--- src/hdl/sccb_pkg.sv ---
// Shared types, codes and sequencer functions for the SCCB/I2C master core.
package sccb_pkg;

    // Bus primitive codes used by the command programs
    typedef enum logic [2:0] {
        OP_END   = 3'd0,
        OP_START = 3'd1,
        OP_WRITE = 3'd2,
        OP_ACKW  = 3'd3,
        OP_READ  = 3'd4,
        OP_MACK  = 3'd5,
        OP_MNAK  = 3'd6,
        OP_STOP  = 3'd7
    } t_op;

    // Command codes
    localparam logic [1:0] CMD_WIDE_WR = 2'd0;
    localparam logic [1:0] CMD_WIDE_RD = 2'd1;
    localparam logic [1:0] CMD_BYTE_WR = 2'd2;
    localparam logic [1:0] CMD_BYTE_RD = 2'd3;

    // Configuration register indexes
    localparam logic [7:0] CFG_CAM_ADDR = 8'd0;
    localparam logic [7:0] CFG_POLL_LIM = 8'd1;

    localparam logic [7:0] CAM_ADDR_RST = 8'd66;
    localparam logic [7:0] POLL_LIM_RST = 8'd255;
    localparam logic [4:0] PROG_LEN     = 5'd16;

    // One tick on the input channel
    typedef struct packed {
        logic        request_valid;
        logic [1:0]  command;
        logic [7:0]  device;
        logic [7:0]  reg_addr;
        logic [15:0] write_value;
        logic        sda_in;
    } t_req;

    // One tick of line levels and status
    typedef struct packed {
        logic        scl_level;
        logic        sda_level;
        logic        busy_res;
        logic        done_res;
        logic [15:0] read_value;
        logic        ack_missing;
    } t_res;

    // Configuration write transaction
    typedef struct packed {
        logic [7:0] index;
        logic [7:0] value;
    } t_cfg_wr;

    // Current configuration register values
    typedef struct packed {
        logic [7:0] cam_addr;
        logic [7:0] poll_lim;
    } t_cfg_regs;

    // Sequencer state
    typedef struct packed {
        logic [4:0]  phase;
        logic [1:0]  tick_in_bit;
        logic [2:0]  bit_index;
        logic [2:0]  byte_index;
        logic [7:0]  shift_byte;
        logic [7:0]  poll_count;
        logic [15:0] read_accum;
        logic        ack_flag;
        logic [1:0]  held_command;
        logic [7:0]  held_device;
        logic [7:0]  held_register;
        logic [15:0] held_value;
        logic [1:0]  line_levels;
    } t_seq_state;

    // Program step lookup per command
    function automatic t_op f_prog_op(logic [1:0] cmd, logic [3:0] idx);
        t_op op;
        op = OP_END;
        unique case (cmd)
            CMD_WIDE_WR: begin
                unique case (idx)
                    4'd0:                      op = OP_START;
                    4'd1, 4'd3, 4'd5, 4'd7:    op = OP_WRITE;
                    4'd2, 4'd4, 4'd6, 4'd8:    op = OP_ACKW;
                    4'd9:                      op = OP_STOP;
                    default:                   op = OP_END;
                endcase
            end
            CMD_WIDE_RD: begin
                unique case (idx)
                    4'd0, 4'd6:                op = OP_START;
                    4'd1, 4'd3, 4'd7:          op = OP_WRITE;
                    4'd2, 4'd4, 4'd8:          op = OP_ACKW;
                    4'd5, 4'd13:               op = OP_STOP;
                    4'd9, 4'd11:               op = OP_READ;
                    4'd10:                     op = OP_MACK;
                    4'd12:                     op = OP_MNAK;
                    default:                   op = OP_END;
                endcase
            end
            CMD_BYTE_WR: begin
                unique case (idx)
                    4'd0:                      op = OP_START;
                    4'd1, 4'd3, 4'd5:          op = OP_WRITE;
                    4'd2, 4'd4, 4'd6:          op = OP_ACKW;
                    4'd7:                      op = OP_STOP;
                    default:                   op = OP_END;
                endcase
            end
            default: begin
                unique case (idx)
                    4'd0, 4'd5:                op = OP_START;
                    4'd1, 4'd3, 4'd6:          op = OP_WRITE;
                    4'd2, 4'd4, 4'd7:          op = OP_ACKW;
                    4'd8:                      op = OP_READ;
                    4'd9:                      op = OP_MNAK;
                    4'd10:                     op = OP_STOP;
                    default:                   op = OP_END;
                endcase
            end
        endcase
        return op;
    endfunction

    // Op at the current program counter; idle reads as end
    function automatic t_op f_cur_op(t_seq_state s);
        logic [4:0] pm1;
        pm1 = s.phase - 5'd1;
        if (s.phase == 5'd0)
            return OP_END;
        return f_prog_op(s.held_command, pm1[3:0]);
    endfunction

    // Byte to send for the next write primitive
    function automatic logic [7:0] f_send_byte(t_seq_state s, logic [7:0] cam_addr);
        logic [7:0] cam;
        logic [7:0] dev;
        logic [1:0] k;
        logic [7:0] b;
        cam = cam_addr & 8'hFE;
        dev = s.held_device & 8'hFE;
        k   = s.byte_index[1:0];
        b   = 8'h00;
        unique case (s.held_command)
            CMD_WIDE_WR: b = (k == 2'd0) ? cam : (k == 2'd1) ? s.held_register :
                             (k == 2'd2) ? s.held_value[15:8] : s.held_value[7:0];
            CMD_WIDE_RD: b = (k == 2'd0) ? cam : (k == 2'd1) ? s.held_register :
                             (cam | 8'h01);
            CMD_BYTE_WR: b = (k == 2'd0) ? dev : (k == 2'd1) ? s.held_register :
                             s.held_value[7:0];
            default:     b = (k == 2'd0) ? dev : (k == 2'd1) ? s.held_register :
                             (dev | 8'h01);
        endcase
        return b;
    endfunction

    // Set up the counters for the primitive at the program counter
    function automatic t_seq_state f_enter(t_seq_state s, logic [7:0] cam_addr);
        t_seq_state v;
        t_op        op;
        v  = s;
        op = f_cur_op(s);
        v.bit_index   = 3'd0;
        v.poll_count  = 8'd0;
        v.tick_in_bit = (op == OP_READ) ? 2'd3 : 2'd0;
        if (op == OP_WRITE) begin
            v.shift_byte = f_send_byte(s, cam_addr);
            v.byte_index = s.byte_index + 3'd1;
        end else if (op == OP_READ) begin
            v.shift_byte = 8'h00;
        end
        return v;
    endfunction

endpackage

--- src/hdl/sccb_chan_if.sv ---
// Valid/ready channel interface carrying one payload type.
interface sccb_chan_if #(
    parameter type T = logic
);
    logic valid;
    logic ready;
    T     data;

    modport source (output valid, output data, input ready);
    modport sink   (input valid, input data, output ready);
endinterface

--- src/hdl/sccb_seq.sv ---
// Bus sequencer: state registers and one-tick step logic.
module sccb_seq (
    input  logic                  i_clk,
    input  logic                  i_rst_n,
    input  logic                  i_step,
    input  sccb_pkg::t_req        i_item,
    input  sccb_pkg::t_cfg_regs   i_cfg,
    output sccb_pkg::t_res        o_res
);
    import sccb_pkg::*;

    t_seq_state r_st;
    t_seq_state n_st;

    // One tick of the bus program
    always_comb begin
        t_seq_state v;
        t_op        op;
        logic       scl;
        logic       sda;
        logic       busy;
        logic       done;
        logic       fin;
        logic [7:0] lim;
        logic [4:0] nph;
        logic       b;

        v    = r_st;
        scl  = r_st.line_levels[1];
        sda  = r_st.line_levels[0];
        busy = 1'b0;
        done = 1'b0;
        fin  = 1'b0;
        lim  = (i_cfg.poll_lim == 8'd0) ? 8'd1 : i_cfg.poll_lim;
        nph  = 5'd0;
        b    = 1'b0;
        op   = OP_END;

        // take a new request only when idle
        if (v.phase == 5'd0 && i_item.request_valid) begin
            v.held_command  = i_item.command;
            v.held_device   = i_item.device;
            v.held_register = i_item.reg_addr;
            v.held_value    = i_item.write_value;
            v.read_accum    = 16'h0000;
            v.ack_flag      = 1'b0;
            v.byte_index    = 3'd0;
            v.phase         = 5'd1;
            v = f_enter(v, i_cfg.cam_addr);
        end

        if (v.phase != 5'd0) begin
            op   = f_cur_op(v);
            busy = 1'b1;
            b    = v.shift_byte[7];
            unique case (op)
                OP_START: begin
                    scl = 1'b1;
                    sda = (v.tick_in_bit == 2'd0);
                    if (v.tick_in_bit == 2'd0) v.tick_in_bit = 2'd1;
                    else fin = 1'b1;
                end
                OP_WRITE: begin
                    unique case (v.tick_in_bit)
                        2'd3: begin scl = 1'b0; sda = 1'b1; fin = 1'b1; end
                        2'd0: begin scl = 1'b0; v.tick_in_bit = 2'd1; end
                        2'd1: begin scl = 1'b0; sda = b; v.tick_in_bit = 2'd2; end
                        default: begin
                            scl = 1'b1;
                            sda = b;
                            v.shift_byte = {v.shift_byte[6:0], 1'b0};
                            if (v.bit_index == 3'd7) v.tick_in_bit = 2'd3;
                            else begin
                                v.bit_index   = v.bit_index + 3'd1;
                                v.tick_in_bit = 2'd0;
                            end
                        end
                    endcase
                end
                OP_ACKW: begin
                    sda = 1'b1;
                    unique case (v.tick_in_bit)
                        2'd0: begin scl = 1'b0; v.tick_in_bit = 2'd1; end
                        2'd1: begin scl = 1'b1; v.tick_in_bit = 2'd2; end
                        2'd2: begin
                            scl = 1'b1;
                            if (!i_item.sda_in) v.tick_in_bit = 2'd3;
                            else begin
                                v.poll_count = v.poll_count + 8'd1;
                                if (v.poll_count >= lim) begin
                                    v.ack_flag    = 1'b1;
                                    v.tick_in_bit = 2'd3;
                                end
                            end
                        end
                        default: begin scl = 1'b0; fin = 1'b1; end
                    endcase
                end
                OP_READ: begin
                    sda = 1'b1;
                    unique case (v.tick_in_bit)
                        2'd3: begin scl = 1'b0; v.tick_in_bit = 2'd0; end
                        2'd0: begin scl = 1'b1; v.tick_in_bit = 2'd1; end
                        2'd1: begin
                            scl = 1'b1;
                            v.shift_byte  = {v.shift_byte[6:0], i_item.sda_in};
                            v.tick_in_bit = 2'd2;
                        end
                        default: begin
                            scl = 1'b0;
                            if (v.bit_index == 3'd7) begin
                                v.read_accum = {v.read_accum[7:0], v.shift_byte};
                                fin = 1'b1;
                            end else begin
                                v.bit_index   = v.bit_index + 3'd1;
                                v.tick_in_bit = 2'd0;
                            end
                        end
                    endcase
                end
                OP_MACK, OP_MNAK: begin
                    sda = (op == OP_MNAK);
                    scl = (v.tick_in_bit == 2'd1);
                    if (v.tick_in_bit >= 2'd2) fin = 1'b1;
                    else v.tick_in_bit = v.tick_in_bit + 2'd1;
                end
                OP_STOP: begin
                    unique case (v.tick_in_bit)
                        2'd0: begin scl = 1'b0; sda = 1'b0; v.tick_in_bit = 2'd1; end
                        2'd1: begin scl = 1'b1; sda = 1'b0; v.tick_in_bit = 2'd2; end
                        default: begin scl = 1'b1; sda = 1'b1; fin = 1'b1; end
                    endcase
                end
                default: fin = 1'b1;
            endcase

            // advance the program counter, finish at end of program
            if (fin) begin
                nph     = v.phase + 5'd1;
                v.phase = nph;
                if (nph > PROG_LEN || f_cur_op(v) == OP_END) begin
                    v.phase = 5'd0;
                    done    = 1'b1;
                end else begin
                    v = f_enter(v, i_cfg.cam_addr);
                end
            end
        end

        v.line_levels     = {scl, sda};
        n_st              = v;
        o_res.scl_level   = scl;
        o_res.sda_level   = sda;
        o_res.busy_res    = busy;
        o_res.done_res    = done;
        o_res.read_value  = (done && v.held_command[0]) ? v.read_accum : 16'h0000;
        o_res.ack_missing = v.ack_flag;
    end

    // State update on each accepted tick; both lines released after reset
    always_ff @(posedge i_clk) begin
        if (!i_rst_n) begin
            r_st <= '{line_levels: 2'b11, default: '0};
        end else if (i_step) begin
            r_st <= n_st;
        end
    end

endmodule

--- src/hdl/sccb_out_stage.sv ---
// Result register between the sequencer and the output channel.
module sccb_out_stage (
    input  logic            i_clk,
    input  logic            i_rst_n,
    input  logic            i_load,
    input  sccb_pkg::t_res  i_res,
    input  logic            i_ready,
    output logic            o_free,
    output logic            o_valid,
    output sccb_pkg::t_res  o_res
);
    import sccb_pkg::*;

    logic r_valid;
    t_res r_res;

    // Room for a new result when empty or draining this cycle
    assign o_free  = !r_valid || i_ready;
    assign o_valid = r_valid;
    assign o_res   = r_res;

    always_ff @(posedge i_clk) begin
        if (!i_rst_n) begin
            r_valid <= 1'b0;
        end else if (i_load) begin
            r_valid <= 1'b1;
        end else if (i_ready) begin
            r_valid <= 1'b0;
        end
    end

    // Payload register
    always_ff @(posedge i_clk) begin
        if (i_load) begin
            r_res <= i_res;
        end
    end

endmodule

--- src/hdl/sccb_i2c_master_core.sv ---
// Top level of the SCCB/I2C bit-banged bus master core.
//
// i_req carries one bus delay tick per transfer: the sampled data line and,
// while idle, an optional command (wide write, wide read, byte write, byte
// read). For every accepted tick exactly one result appears on o_res with the
// clock and data line levels to drive, busy, done on the stop tick, the read
// data on that tick and the acknowledge-missing flag.
// The result of each accepted tick is registered in the output stage; one tick
// is accepted every cycle while the output register has room for it.
// i_cfg writes the camera device address (index 0) and the acknowledge poll
// limit (index 1); it is always ready and should be written while idle.
// Reset (synchronous, active low) returns the sequencer to idle with both
// lines released high and the registers to address 66 and limit 255.
// When the receiver stalls, the pending result holds in the output register
// and i_req.ready drops until it is taken; no tick is lost or repeated.
module sccb_i2c_master_core (
    input  logic        i_clk,
    input  logic        i_rst_n,
    sccb_chan_if.sink   i_req,
    sccb_chan_if.sink   i_cfg,
    sccb_chan_if.source o_res
);
    import sccb_pkg::*;

    t_cfg_regs r_cfg;
    t_res      w_step_res;
    t_res      w_out_res;
    logic      w_free;
    logic      w_step;
    logic      w_out_valid;
    t_cfg_wr   w_cfg_wr;
    t_req      w_item;

    assign w_cfg_wr    = i_cfg.data;
    assign w_item      = i_req.data;
    assign i_cfg.ready = 1'b1;
    assign i_req.ready = w_free;
    assign w_step      = i_req.valid && w_free;

    // Configuration registers
    always_ff @(posedge i_clk) begin
        if (!i_rst_n) begin
            r_cfg.cam_addr <= CAM_ADDR_RST;
            r_cfg.poll_lim <= POLL_LIM_RST;
        end else if (i_cfg.valid) begin
            if (w_cfg_wr.index == CFG_CAM_ADDR) r_cfg.cam_addr <= w_cfg_wr.value;
            if (w_cfg_wr.index == CFG_POLL_LIM) r_cfg.poll_lim <= w_cfg_wr.value;
        end
    end

    sccb_seq u_seq (
        .i_clk   (i_clk),
        .i_rst_n (i_rst_n),
        .i_step  (w_step),
        .i_item  (w_item),
        .i_cfg   (r_cfg),
        .o_res   (w_step_res)
    );

    sccb_out_stage u_out (
        .i_clk   (i_clk),
        .i_rst_n (i_rst_n),
        .i_load  (w_step),
        .i_res   (w_step_res),
        .i_ready (o_res.ready),
        .o_free  (w_free),
        .o_valid (w_out_valid),
        .o_res   (w_out_res)
    );

    assign o_res.valid = w_out_valid;
    assign o_res.data  = w_out_res;

endmodule

--- src/flat_wrapper.sv ---
// flat-port wrapper written by rule: the top's interface ports become plain ports
module sccb_i2c_master_core_flat import sccb_pkg::*;
  (i_clk, i_rst_n, i_req_valid, i_req_data, i_req_ready, i_cfg_valid, i_cfg_data, i_cfg_ready, o_res_valid, o_res_data, o_res_ready);
  sccb_chan_if i_req_i ();
  sccb_chan_if i_cfg_i ();
  sccb_chan_if o_res_i ();
  input  logic i_clk;
  input  logic i_rst_n;
  input wire logic [$bits(i_req_i.valid)-1:0] i_req_valid;
  input wire logic [$bits(i_req_i.data)-1:0] i_req_data;
  output wire logic [$bits(i_req_i.ready)-1:0] i_req_ready;
  input wire logic [$bits(i_cfg_i.valid)-1:0] i_cfg_valid;
  input wire logic [$bits(i_cfg_i.data)-1:0] i_cfg_data;
  output wire logic [$bits(i_cfg_i.ready)-1:0] i_cfg_ready;
  output wire logic [$bits(o_res_i.valid)-1:0] o_res_valid;
  output wire logic [$bits(o_res_i.data)-1:0] o_res_data;
  input wire logic [$bits(o_res_i.ready)-1:0] o_res_ready;
  assign i_req_i.valid = i_req_valid;
  assign i_req_i.data = i_req_data;
  assign i_req_ready = i_req_i.ready;
  assign i_cfg_i.valid = i_cfg_valid;
  assign i_cfg_i.data = i_cfg_data;
  assign i_cfg_ready = i_cfg_i.ready;
  assign o_res_valid = o_res_i.valid;
  assign o_res_data = o_res_i.data;
  assign o_res_i.ready = o_res_ready;
  sccb_i2c_master_core u_core (.i_clk(i_clk), .i_rst_n(i_rst_n), .i_req(i_req_i), .i_cfg(i_cfg_i), .o_res(o_res_i));
endmodule
--- config.mk ---
export PLATFORM = sky130hd
export DESIGN_NAME = sccb_i2c_master_core_flat
export DESIGN_NICKNAME = d
export VERILOG_FILES = /design/src/hdl/sccb_pkg.sv /design/src/hdl/sccb_chan_if.sv /design/src/hdl/sccb_seq.sv /design/src/hdl/sccb_out_stage.sv /design/src/hdl/sccb_i2c_master_core.sv /design/src/flat_wrapper.sv
export SDC_FILE = /design/constraint.sdc
export NUM_CORES = 1
export LEC_CHECK = 0
export ABC_AREA = 0
export CAP_MARGIN = 15
export CORE_UTILIZATION = 33
export CTS_BUF_LIST = sky130_fd_sc_hd__clkbuf_16
export CTS_CLUSTER_DIAMETER = 60
export DETAILED_ROUTE_END_ITERATION = 7
export DONT_BUFFER_PORTS = 1
export PLACE_DENSITY = 0.55
export SLEW_MARGIN = 10
export SYNTH_ARGS = -nofsm -noshare
export SYNTH_HDL_FRONTEND = slang
export SYNTH_SLANG_ARGS = --single-unit
--- constraint.sdc ---
create_clock -name i_clk -period 7.76 [get_ports i_clk]
set_input_delay 1.552 -clock i_clk [delete_from_list [all_inputs] [get_ports i_clk]]
set_output_delay 1.552 -clock i_clk [all_outputs]
set_load 0.02 [all_outputs]
==> results of run 1 <==
power by group:
part | internal [mW] | leakage, nW | total (mW) | switching, mW
Clock | 0.0692 | 0.0409 | 0.110 | 0.0403
Combinational | 0.000875 | 0.502 | 0.00455 | 0.00367
Sequential | 0.109 | 0.171 | 0.110 | 0.00105
Total | 0.179 | 0.714 | 0.224 | 0.0451
worst max-delay path by stage:
stage                           from               endpoint  slack, ps  depth (start not counted)
6_report       u_core.u_seq.r_st[77]  u_core.u_seq.r_st[54]       3980                          9
5_1_grt        u_core.u_seq.r_st[77]  u_core.u_seq.r_st[54]       3580                          9
4_1_cts        u_core.u_seq.r_st[77]  u_core.u_seq.r_st[54]       3950                          9
3_5_place_dp   u_core.u_seq.r_st[77]  u_core.u_seq.r_st[54]       3950                          9
3_3_place_gp   u_core.u_seq.r_st[77]  u_core.u_seq.r_st[54]       3960                          9
2_1_floorplan            o_res_ready            i_req_ready       4420                          1
area by class of cell:
class / instances / area [um^2] / share of cell area, %
clock buffer: 3 / 75.07 / 3.654
tap: 72 / 90.09 / 4.385
sequential: 21 / 430.4 / 20.95
inverter: 15 / 56.30 / 2.741
multi-input combinational: 195 / 1398 / 68.03
clock inverter: 1 / 5.005 / 0.2436
stage by stage:
| stage | setup WS (ps) | hold slack, ps | power [mW] | instance area [um^2] | utilization (%) |
|---|---|---|---|---|---|
| after global routing | 3584 | 491.8 | 0.2308 | 2054 | 36.42 |
| after CTS | 3946 | 476.2 | 0.2282 | 2054 | 36.42 |
| after global placement | 3962 | 455.1 | 0.1173 | 1974 | 35.00 |
| final | 3978 | 473.9 | 0.2244 | 2054 | 36.42 |
| after detailed placement | 3948 | 458.7 | 0.1173 | 1974 | 35.00 |
| after floorplan | 4421 | 438.6 | 0.1180 | 1972 | - |
per-layer routing:
metal,share of wire [%],vias up
met2,45,37
li1,-,869
met3,3.0,4
met5,0,-
met1,51,808
met4,1.2,0
flip-flops by register name, summed over array words and instances, names as in the netlist:
signal                count
u_core.u_out.o_res        1
u_core.u_out.o_valid      1
u_core.u_seq.r_st        19
kinds of logic after synthesis:
group | share of synthesized area [%]
mux | 1.015
xor+xnor | 5.774
compound gates | 24.62
other cells | 0.1902
fa+ha+maj | 9.518
flops | 21.83
simple gates | 29.76
buf+inv | 7.297
critical path, cell delays in order, from the launching register on:
cell,delay [ps]
dfxtp_1,700
inv_1,300
ha_1,580
inv_1,160
nor4_2,410
a211oi_1,110
o31ai_2,270
o211ai_2,290
o31ai_4,700
a211oi_1,90
cell usage in the layout (no fill, tap or decap), types with 2 or more instances in the layout:
| cell type | n |
|---|---|
| xnor2_1 | 6 |
| clkbuf_16 | 3 |
| nor4b_1 | 2 |
| or4_1 | 2 |
| o311a_1 | 2 |
| o21ai_0 | 10 |
| a32o_1 | 2 |
| a31o_1 | 3 |
| a31oi_1 | 4 |
| o21a_1 | 2 |
| dfxtp_1 | 20 |
| inv_1 | 15 |
| a21o_1 | 5 |
| nand3_1 | 9 |
| nand4_1 | 4 |
| or3_1 | 2 |
| xor2_1 | 7 |
| o22ai_1 | 2 |
| ha_1 | 15 |
| a21oi_1 | 9 |
| nor3b_1 | 2 |
| a211o_1 | 2 |
| or2_4 | 2 |
| mux2i_1 | 2 |
| nor2b_1 | 5 |
| nand2_1 | 16 |
| a211oi_1 | 3 |
| nor4_1 | 2 |
| nand2b_1 | 5 |
| nor2_1 | 19 |
| nor2_2 | 10 |
| nor3_1 | 11 |
==> qor.json, run 1 <==
{
  "run_status": "complete, no violations",
  "post_synth.cell_area_avg_um2": 8.082,
  "ctsLongestPathBuffers": 2,
  "detail-route-antenna-nets": 0,
  "grt_usage_pct": 15.09,
  "initial_antenna_violation_count": 0,
  "hold_viol": 0,
  "fin_max_slew_vios": 0,
  "diodes": 0,
  "crit_path_end_kind": "flip-flop",
  "max_slew_margin_vs_limit_pct": 46.25,
  "final_layout_net_count": 258,
  "drcViolationCount": 0,
  "worst-path-max-fanout": 19,
  "synth_seq_area_share_pct": 21.83,
  "met2_usage_pct": 22.93,
  "worst_hold_startpoint": "u_core.u_seq.r_st[36]",
  "std_cell_rows": 27,
  "cts_num_sinks": 21,
  "min_to": "u_core.u_seq.r_st[36]",
  "fin_crit_ps": 3782,
  "cts_buffers": 3,
  "clock_latency_ps": 260,
  "netlist_top_cells_count": "dfxtp_1 (20), nor2_1 (19), nand2_1 (16)",
  "grt_util_met1_pct": 21.26,
  "start_util_pct": 34.95,
  "post_synth_instance_area_mm2": 0.001972,
  "crit_type": "reg -> reg",
  "yosysUniqueCellTypes": 66,
  "cellLeakagePower_nw": 0.7143,
  "clock-skew-final_ps": 7.227,
  "routability_congestion_estimate_from_global_placement": 0.8228,
  "stdcell_count": 307,
  "yosys_most_used_dff": "dfxtp_1",
  "synth_edf_count": 1,
  "regToRegEndpoint": "u_core.u_seq.r_st[54]",
  "ys_ff_latch": 21,
  "synthToLayoutAreaGrowth_pct": 4.188,
  "die_w_um": 79.30,
  "power_density_mw_per_mm2": 109.2,
  "die_area_mm2": 0.006288,
  "max-cap-violations": 0,
  "netlist_instances": 244,
  "grt.met3_usage_pct": 1.494,
  "layout-drive-gt1-share_pct": 11.91,
  "clkSlewWorstSetupHoldPaths_ps": 60,
  "worstMarginPinSlew_ps": 805.2,
  "setup.worst_path.start_class": "flip-flop",
  "dr_total_vias": 1718,
  "pin_count": 11,
  "die_y_um": 79.30,
  "hold_bufs_inserted_after_cts": 0,
  "critPathRequiredTime_ps": 7870,
  "cts_setup_buffers": 0,
  "min_delay_path_depth": 2,
  "min_path_type": "reg -> reg",
  "post_drt_wl_per_cell_um": 14.17,
  "post-synth-top-count-cell": "dfxtp_1",
  "detail_route.first_pass.iterations": 4,
  "detailedRoute.firstIterationViolations": 120,
  "grt_start_max_net_pins": 26,
  "viasPerCell": 5.596,
  "placement.io_buffers": 0,
  "yosysWarningCount": 0,
  "synth_top_cell_by_area": "dfxtp_1",
  "grt_pass1_vias": 1603,
  "final.fill_count": 576,
  "critPathArrivalTime_ps": 3890,
  "synth-async-reset-ratio_pct": 0,
  "vdd.ir_drop.worst_uv": 102.5,
  "final.period_utilization_pct": 48.74,
  "grt_pass1_wl_um": 7617,
  "detailed_place_hpwl_um": 3218,
  "max_clock_freq_ghz": 0.2644,
  "worst_r2r_path_depth": 9,
  "cts_repair_resize_count": 0,
  "finalSetupViolCount": 0,
  "placeableCoreArea_mm2": 0.005642,
  "clock_tree.htree_level_count": 1,
  "totalWireLength_um": 4350,
  "worst_r2r_startpoint": "u_core.u_seq.r_st[77]",
  "unrepaired_setup_endpoints_after_global_routing": "false",
  "clock_tree_from_tritoncts": "done",
  "grt.busiest_layer": "met2",
  "cts_root_buffer": "clkbuf_16",
  "synth_largest_type_area_fraction_pct": 20.30,
  "fin_setup_tns_ps": 0,
  "reg_to_reg_slack_setup_ps": 3980,
  "synth_top_cells_by_area": "dfxtp_1 (20%), ha_1 (9.5%), nor2_1 (3.6%), nor2_2 (3.2%), xor2_1 (3.1%)",
  "grt.overflow.total": 0,
  "syn_nets": 266,
  "placed_cells_incl_taps": 303
}
(Power assumes the default switching activity.)
==> run 2, diff against run 1 <==
--- a/config.mk
+++ b/config.mk
@@ -5,7 +5,7 @@
 export SDC_FILE = /design/constraint.sdc
 export NUM_CORES = 1
 export LEC_CHECK = 0
-export ABC_AREA = 0
+export ABC_AREA = 1
 export CAP_MARGIN = 15
 export CORE_UTILIZATION = 33
 export CTS_BUF_LIST = sky130_fd_sc_hd__clkbuf_16
==> constraint.sdc (replaced) <==
create_clock -name i_clk -period 3.5 [get_ports i_clk]
set_input_delay 0.7 -clock i_clk [delete_from_list [all_inputs] [get_ports i_clk]]
set_output_delay 0.7 -clock i_clk [all_outputs]
set_load 0.02 [all_outputs]
==> run 2 against run 1 <==
Net effect:
- global-route usage up 0.15 points
- worst hold slack worse by 17 ps
- utilization up 1.2 points
- non-clock buffer count up 1
- synthesized cell count up 27%
- wire length down 2.8%
- power up 120%
- synthesized area about the same
- via count up 2.6%
- count of clock-buffer cells in the layout unchanged
- largest cell class unchanged
- sequential share of layout area down 0.66 points
==> qor.json, run 2 <==
{
  "netlist_top_cells_count": "nand2_1 (80), nor2_1 (41), inv_1 (36)",
  "die_w": {"value": 79.28, "unit": "um", "change": "about the same"},
  "cellInternalPower": {"value": 396.6, "unit": "uW", "change": "+120%"},
  "totalWireLength": {"value": 4230, "unit": "um", "change": "-2.8%"},
  "run_status": "complete, no violations",
  "diodes": {"value": 0, "change": "unchanged"},
  "share_seq_of_total_power": {"value": 50.0, "unit": "%", "change": "+0.9 points"},
  "clock_tree.htree_level_count": {"value": 1, "change": "unchanged"},
  "p_clk_share": {"value": 48.0, "unit": "%", "change": "-0.8 points"},
  "final.fill_count": {"value": 609, "change": "+5.7%"},
  "hold_viol": {"value": 0, "change": "unchanged"},
  "final_design_area_no_fill": {"value": 0.002121, "unit": "mm^2", "change": "+3.2%"},
  "unrepaired_setup_endpoints_after_global_routing": "false",
  "vdd.ir_drop.worst": {"value": 268.5, "unit": "uV", "change": "+160%"},
  "crit_path_end_kind": "flip-flop",
  "post_drt_wl_per_cell": {"value": 11.04, "unit": "um", "change": "-22%"},
  "combPwrFrac": {"value": 2.0, "unit": "%", "change": "about the same"},
  "grt_pass1_wl": {"value": 7755, "unit": "um", "change": "+1.8%"},
  "cts_setup_buffers": {"value": 0, "change": "unchanged"},
  "layout_commonest_cell": "nand2_1",
  "synth_simple_gate_area_share": {"value": 48.38, "unit": "%", "change": "+19 points"},
  "layout_common_cells": "nand2_1 (80), nor2_1 (41), inv_1 (37)",
  "clock_latency": {"value": 250, "unit": "ps", "change": "about the same"},
  "detail_route.first_pass.iterations": {"value": 4, "change": "unchanged"},
  "hold_bufs_inserted_after_cts": {"value": 0, "change": "unchanged"},
  "synth_largest_type_area_fraction": {"value": 20.32, "unit": "%", "change": "about the same"},
  "detailedRoute.firstIterationViolations": {"value": 154, "change": "+28%"},
  "final.period_utilization": {"value": 70.58, "unit": "%", "change": "+22 points"},
  "grt_usage": {"value": 15.24, "unit": "%", "change": "+0.15 points"},
  "registers.top_by_ff_count": "u_core.u_seq.r_st",
  "clock-skew-final": {"value": 3.503, "unit": "ps", "change": "-3.724 ps"},
  "power_density": {"value": 230.6, "unit": "mW/mm^2", "change": "+110%"},
  "largest_reg_flops": {"value": 19, "change": "unchanged"},
  "synth_top_cell_by_area": "dfxtp_1",
  "drcViolationCount": {"value": 0, "change": "unchanged"},
  "max_clock_freq": {"value": 0.4048, "unit": "GHz", "change": "+53%"},
  "clock_tree_from_tritoncts": "done",
  "cts_root_buffer": "clkbuf_16",
  "cts_repair_resize_count": {"value": 0, "change": "unchanged"},
  "cellLeakagePower": {"value": 0.9622, "unit": "nW", "change": "+35%"},
  "initial_antenna_violation_count": {"value": 0, "change": "unchanged"},
  "post_synth_instance_area": {"value": 0.001971, "unit": "mm^2", "change": "about the same"},
  "clkSlewWorstSetupHoldPaths": {"value": 60, "unit": "ps", "change": "about the same"},
  "viasPerCell": {"value": 4.601, "change": "-18%"},
  "ys_ff_latch": {"value": 21, "change": "unchanged"},
  "fin_setup_tns": {"value": 0, "unit": "ps", "change": "unchanged"},
  "placement.io_buffers": {"value": 0, "change": "unchanged"},
  "cts_num_sinks": {"value": 21, "change": "unchanged"},
  "max-cap-violations": {"value": 0, "change": "unchanged"},
  "critPathRequiredTime": {"value": 3650, "unit": "ps", "change": "-4220 ps"},
  "die_area": {"value": 0.006285, "unit": "mm^2", "change": "about the same"},
  "synth-xor-area-share": {"value": 2.222, "unit": "%", "change": "-3.6 points"},
  "detail-route-antenna-nets": {"value": 0, "change": "unchanged"},
  "crit_type": "reg -> reg",
  "yosys_most_used_dff": "dfxtp_1",
  "synth-compound-area-share": {"value": 7.619, "unit": "%", "change": "-17 points"},
  "proportion_of_total_power_due_to_net_switching": {"value": 18.92, "unit": "%", "change": "-1.2 points"},
  "start_util": {"value": 34.93, "unit": "%", "change": "about the same"},
  "synth_top_family_by_area": "simple AND/OR/NAND/NOR gates",
  "dpl_cell_area": {"value": 0.002042, "unit": "mm^2", "change": "+3.4%"},
  "cts_buffers": {"value": 3, "change": "unchanged"},
  "yosysWarningCount": {"value": 0, "change": "unchanged"},
  "synth-async-reset-ratio": {"value": 0, "unit": "%", "change": "unchanged"},
  "dr_total_vias": {"value": 1762, "change": "+2.6%"},
  "layout-drive-gt1-share": {"value": 13.83, "unit": "%", "change": "+1.9 points"},
  "post_synth.cell_area_avg": {"value": 6.357, "unit": "um^2", "change": "-21%"},
  "critPathArrivalTime": {"value": 2620, "unit": "ps", "change": "-1270 ps"},
  "final_layout_net_count": {"value": 334, "change": "+29%"},
  "synth_fa_ha_area_share": {"value": 9.524, "unit": "%", "change": "about the same"},
  "placeableCoreArea": {"value": 0.005642, "unit": "mm^2", "change": "unchanged"},
  "fin_crit": {"value": 2470, "unit": "ps", "change": "-1312 ps"},
  "synth_edf_count": {"value": 1, "change": "unchanged"},
  "die_y": {"value": 79.28, "unit": "um", "change": "about the same"},
  "setup.worst_path.start_class": "flip-flop",
  "fin_max_slew_vios": {"value": 0, "change": "unchanged"},
  "syn_nets": {"value": 332, "change": "+25%"},
  "grt_start_max_net_pins": {"value": 13, "change": "-50%"},
  "finalSetupViolCount": {"value": 0, "change": "unchanged"},
  "synthToLayoutAreaGrowth_pct": 7.619,
  "std_cell_rows": {"value": 27, "change": "unchanged"},
  "yosysUniqueCellTypes": {"value": 34, "change": "-48%"},
  "ctsLongestPathBuffers": {"value": 2, "change": "unchanged"},
  "synth.area.mux_share": {"value": 0, "unit": "%", "change": "-1.0 points"},
  "synth_seq_area_share": {"value": 21.84, "unit": "%", "change": "about the same"},
  "grt.overflow.total": {"value": 0, "change": "unchanged"},
  "worst-path-max-fanout": {"value": 12, "change": "-7"},
  "net-switching-power": {"value": 92.56, "unit": "uW", "change": "+110%"},
  "routability_congestion_estimate_from_global_placement": {"value": 0.8140, "change": "-1.1%"},
  "post-synth-top-count-cell": "nand2_1",
  "grt_pass1_vias": {"value": 1746, "change": "+8.9%"},
  "detailed_place_hpwl": {"value": 3354, "unit": "um", "change": "+4.2%"},
  "min_path_type": "reg -> reg",
  "synth_top_cells_by_area": "dfxtp_1 (20%), nand2_1 (15%), ha_1 (9.5%), nor2_1 (7.8%), inv_1 (6.9%)",
  "pin_count": {"value": 11, "change": "unchanged"},
  "netlist_instances": {"value": 310, "change": "+27%"}
}
## run 2: cell count changes after synthesis, sizes merged, moves of 4 or more
cell,previous run,this run
inv,15,45
a21o,5,0
a31o,4,0
nor3,12,3
nand4,4,10
a21oi,9,13
nor2,29,50
nand2b,5,0
nor2b,5,0
xnor2,6,1
nand2,16,90
a31oi,4,0
buf,10,2
nand3,9,35
## run 2: cells by family (layout without fill, tap and decap cells)
kind of cell	count (synthesis)	count (layout)
AO/OA/AOI/OAI	27	27
XOR/XNOR	5	5
adder cells (fa/ha/maj)	15	15
buffers and inverters	50	51
flip-flops	21	21
other	1	1
AND/OR/NAND/NOR	191	191
## run 2: final timing paths
check / start / endpoint / slack, ps / cells past startpoint
setup reg to reg: u_core.u_seq.r_st[77] / u_core.u_seq.r_st[56] / 1030 / 15
setup / recovery: u_core.u_seq.r_st[77] / u_core.u_seq.r_st[56] / 1030 / 15
hold reg to reg: u_core.u_seq.r_st[36] / u_core.u_seq.r_st[36] / 460 / 2
hold / removal: u_core.u_seq.r_st[36] / u_core.u_seq.r_st[36] / 460 / 2
## run 2: per-stage QoR
stage / setup WS (ps) / hold WS, ps / cells / utilization (%) / power [mW]
2_1_floorplan: 1395 / 435.9 / 310 / - / 0.2584
3_3_place_gp: 1048 / 445.5 / 379 / 36.19 / 0.2598
3_5_place_dp: 1008 / 448.4 / 379 / 36.19 / 0.2599
4_1_cts: 1007 / 457.7 / 383 / 37.59 / 0.4970
5_1_grt: 791.8 / 503.1 / 383 / 37.59 / 0.5078
6_report: 1030 / 456.5 / 383 / 37.59 / 0.4892
## run 2: cell type report
| type | count | area [um^2] | share of cell area (%) |
|---|---|---|---|
| clock buffer | 3 | 75.07 | 3.540 |
| multi-input combinational | 239 | 1339 | 63.13 |
| clock inverter | 1 | 3.754 | 0.1770 |
| timing repair buffer | 1 | 7.507 | 0.3540 |
| inverter | 46 | 175.2 | 8.260 |
| tap | 72 | 90.09 | 4.248 |
| sequential | 21 | 430.4 | 20.30 |
## run 2: worst max-delay path, cell delays in order (launching register included)
cell	delay (ps)
dfxtp_1	500
inv_2	190
ha_1	260
inv_1	70
nand2_1	50
nand2_1	110
nand3_1	130
nand2_4	130
nand3_4	110
inv_2	80
nand2_2	80
nor2_4	200
nand2_1	100
nor2_1	130
xor2_1	160
nor2_1	50
## run 2: power groups by stage
| stage | clock (mW) | combinational [mW] | sequential [mW] |
|---|---|---|---|
| after global routing | 0.252 | 0.0110 | 0.245 |
| after floorplan | 0 | 0.00873 | 0.250 |
| after global placement | 0 | 0.00988 | 0.250 |
| after CTS | 0.242 | 0.0101 | 0.245 |
| final | 0.235 | 0.00987 | 0.245 |
| after detailed placement | 0 | 0.0101 | 0.250 |
## run 2: metal layers
layer	GRT usage (%)	wire length (um)	vias up
met2	25.26	1842	11
li1	-	-	985
met3	1.034	37	2
met1	21.28	2325	764
met4	3.818	25	0
met5	0	0	-
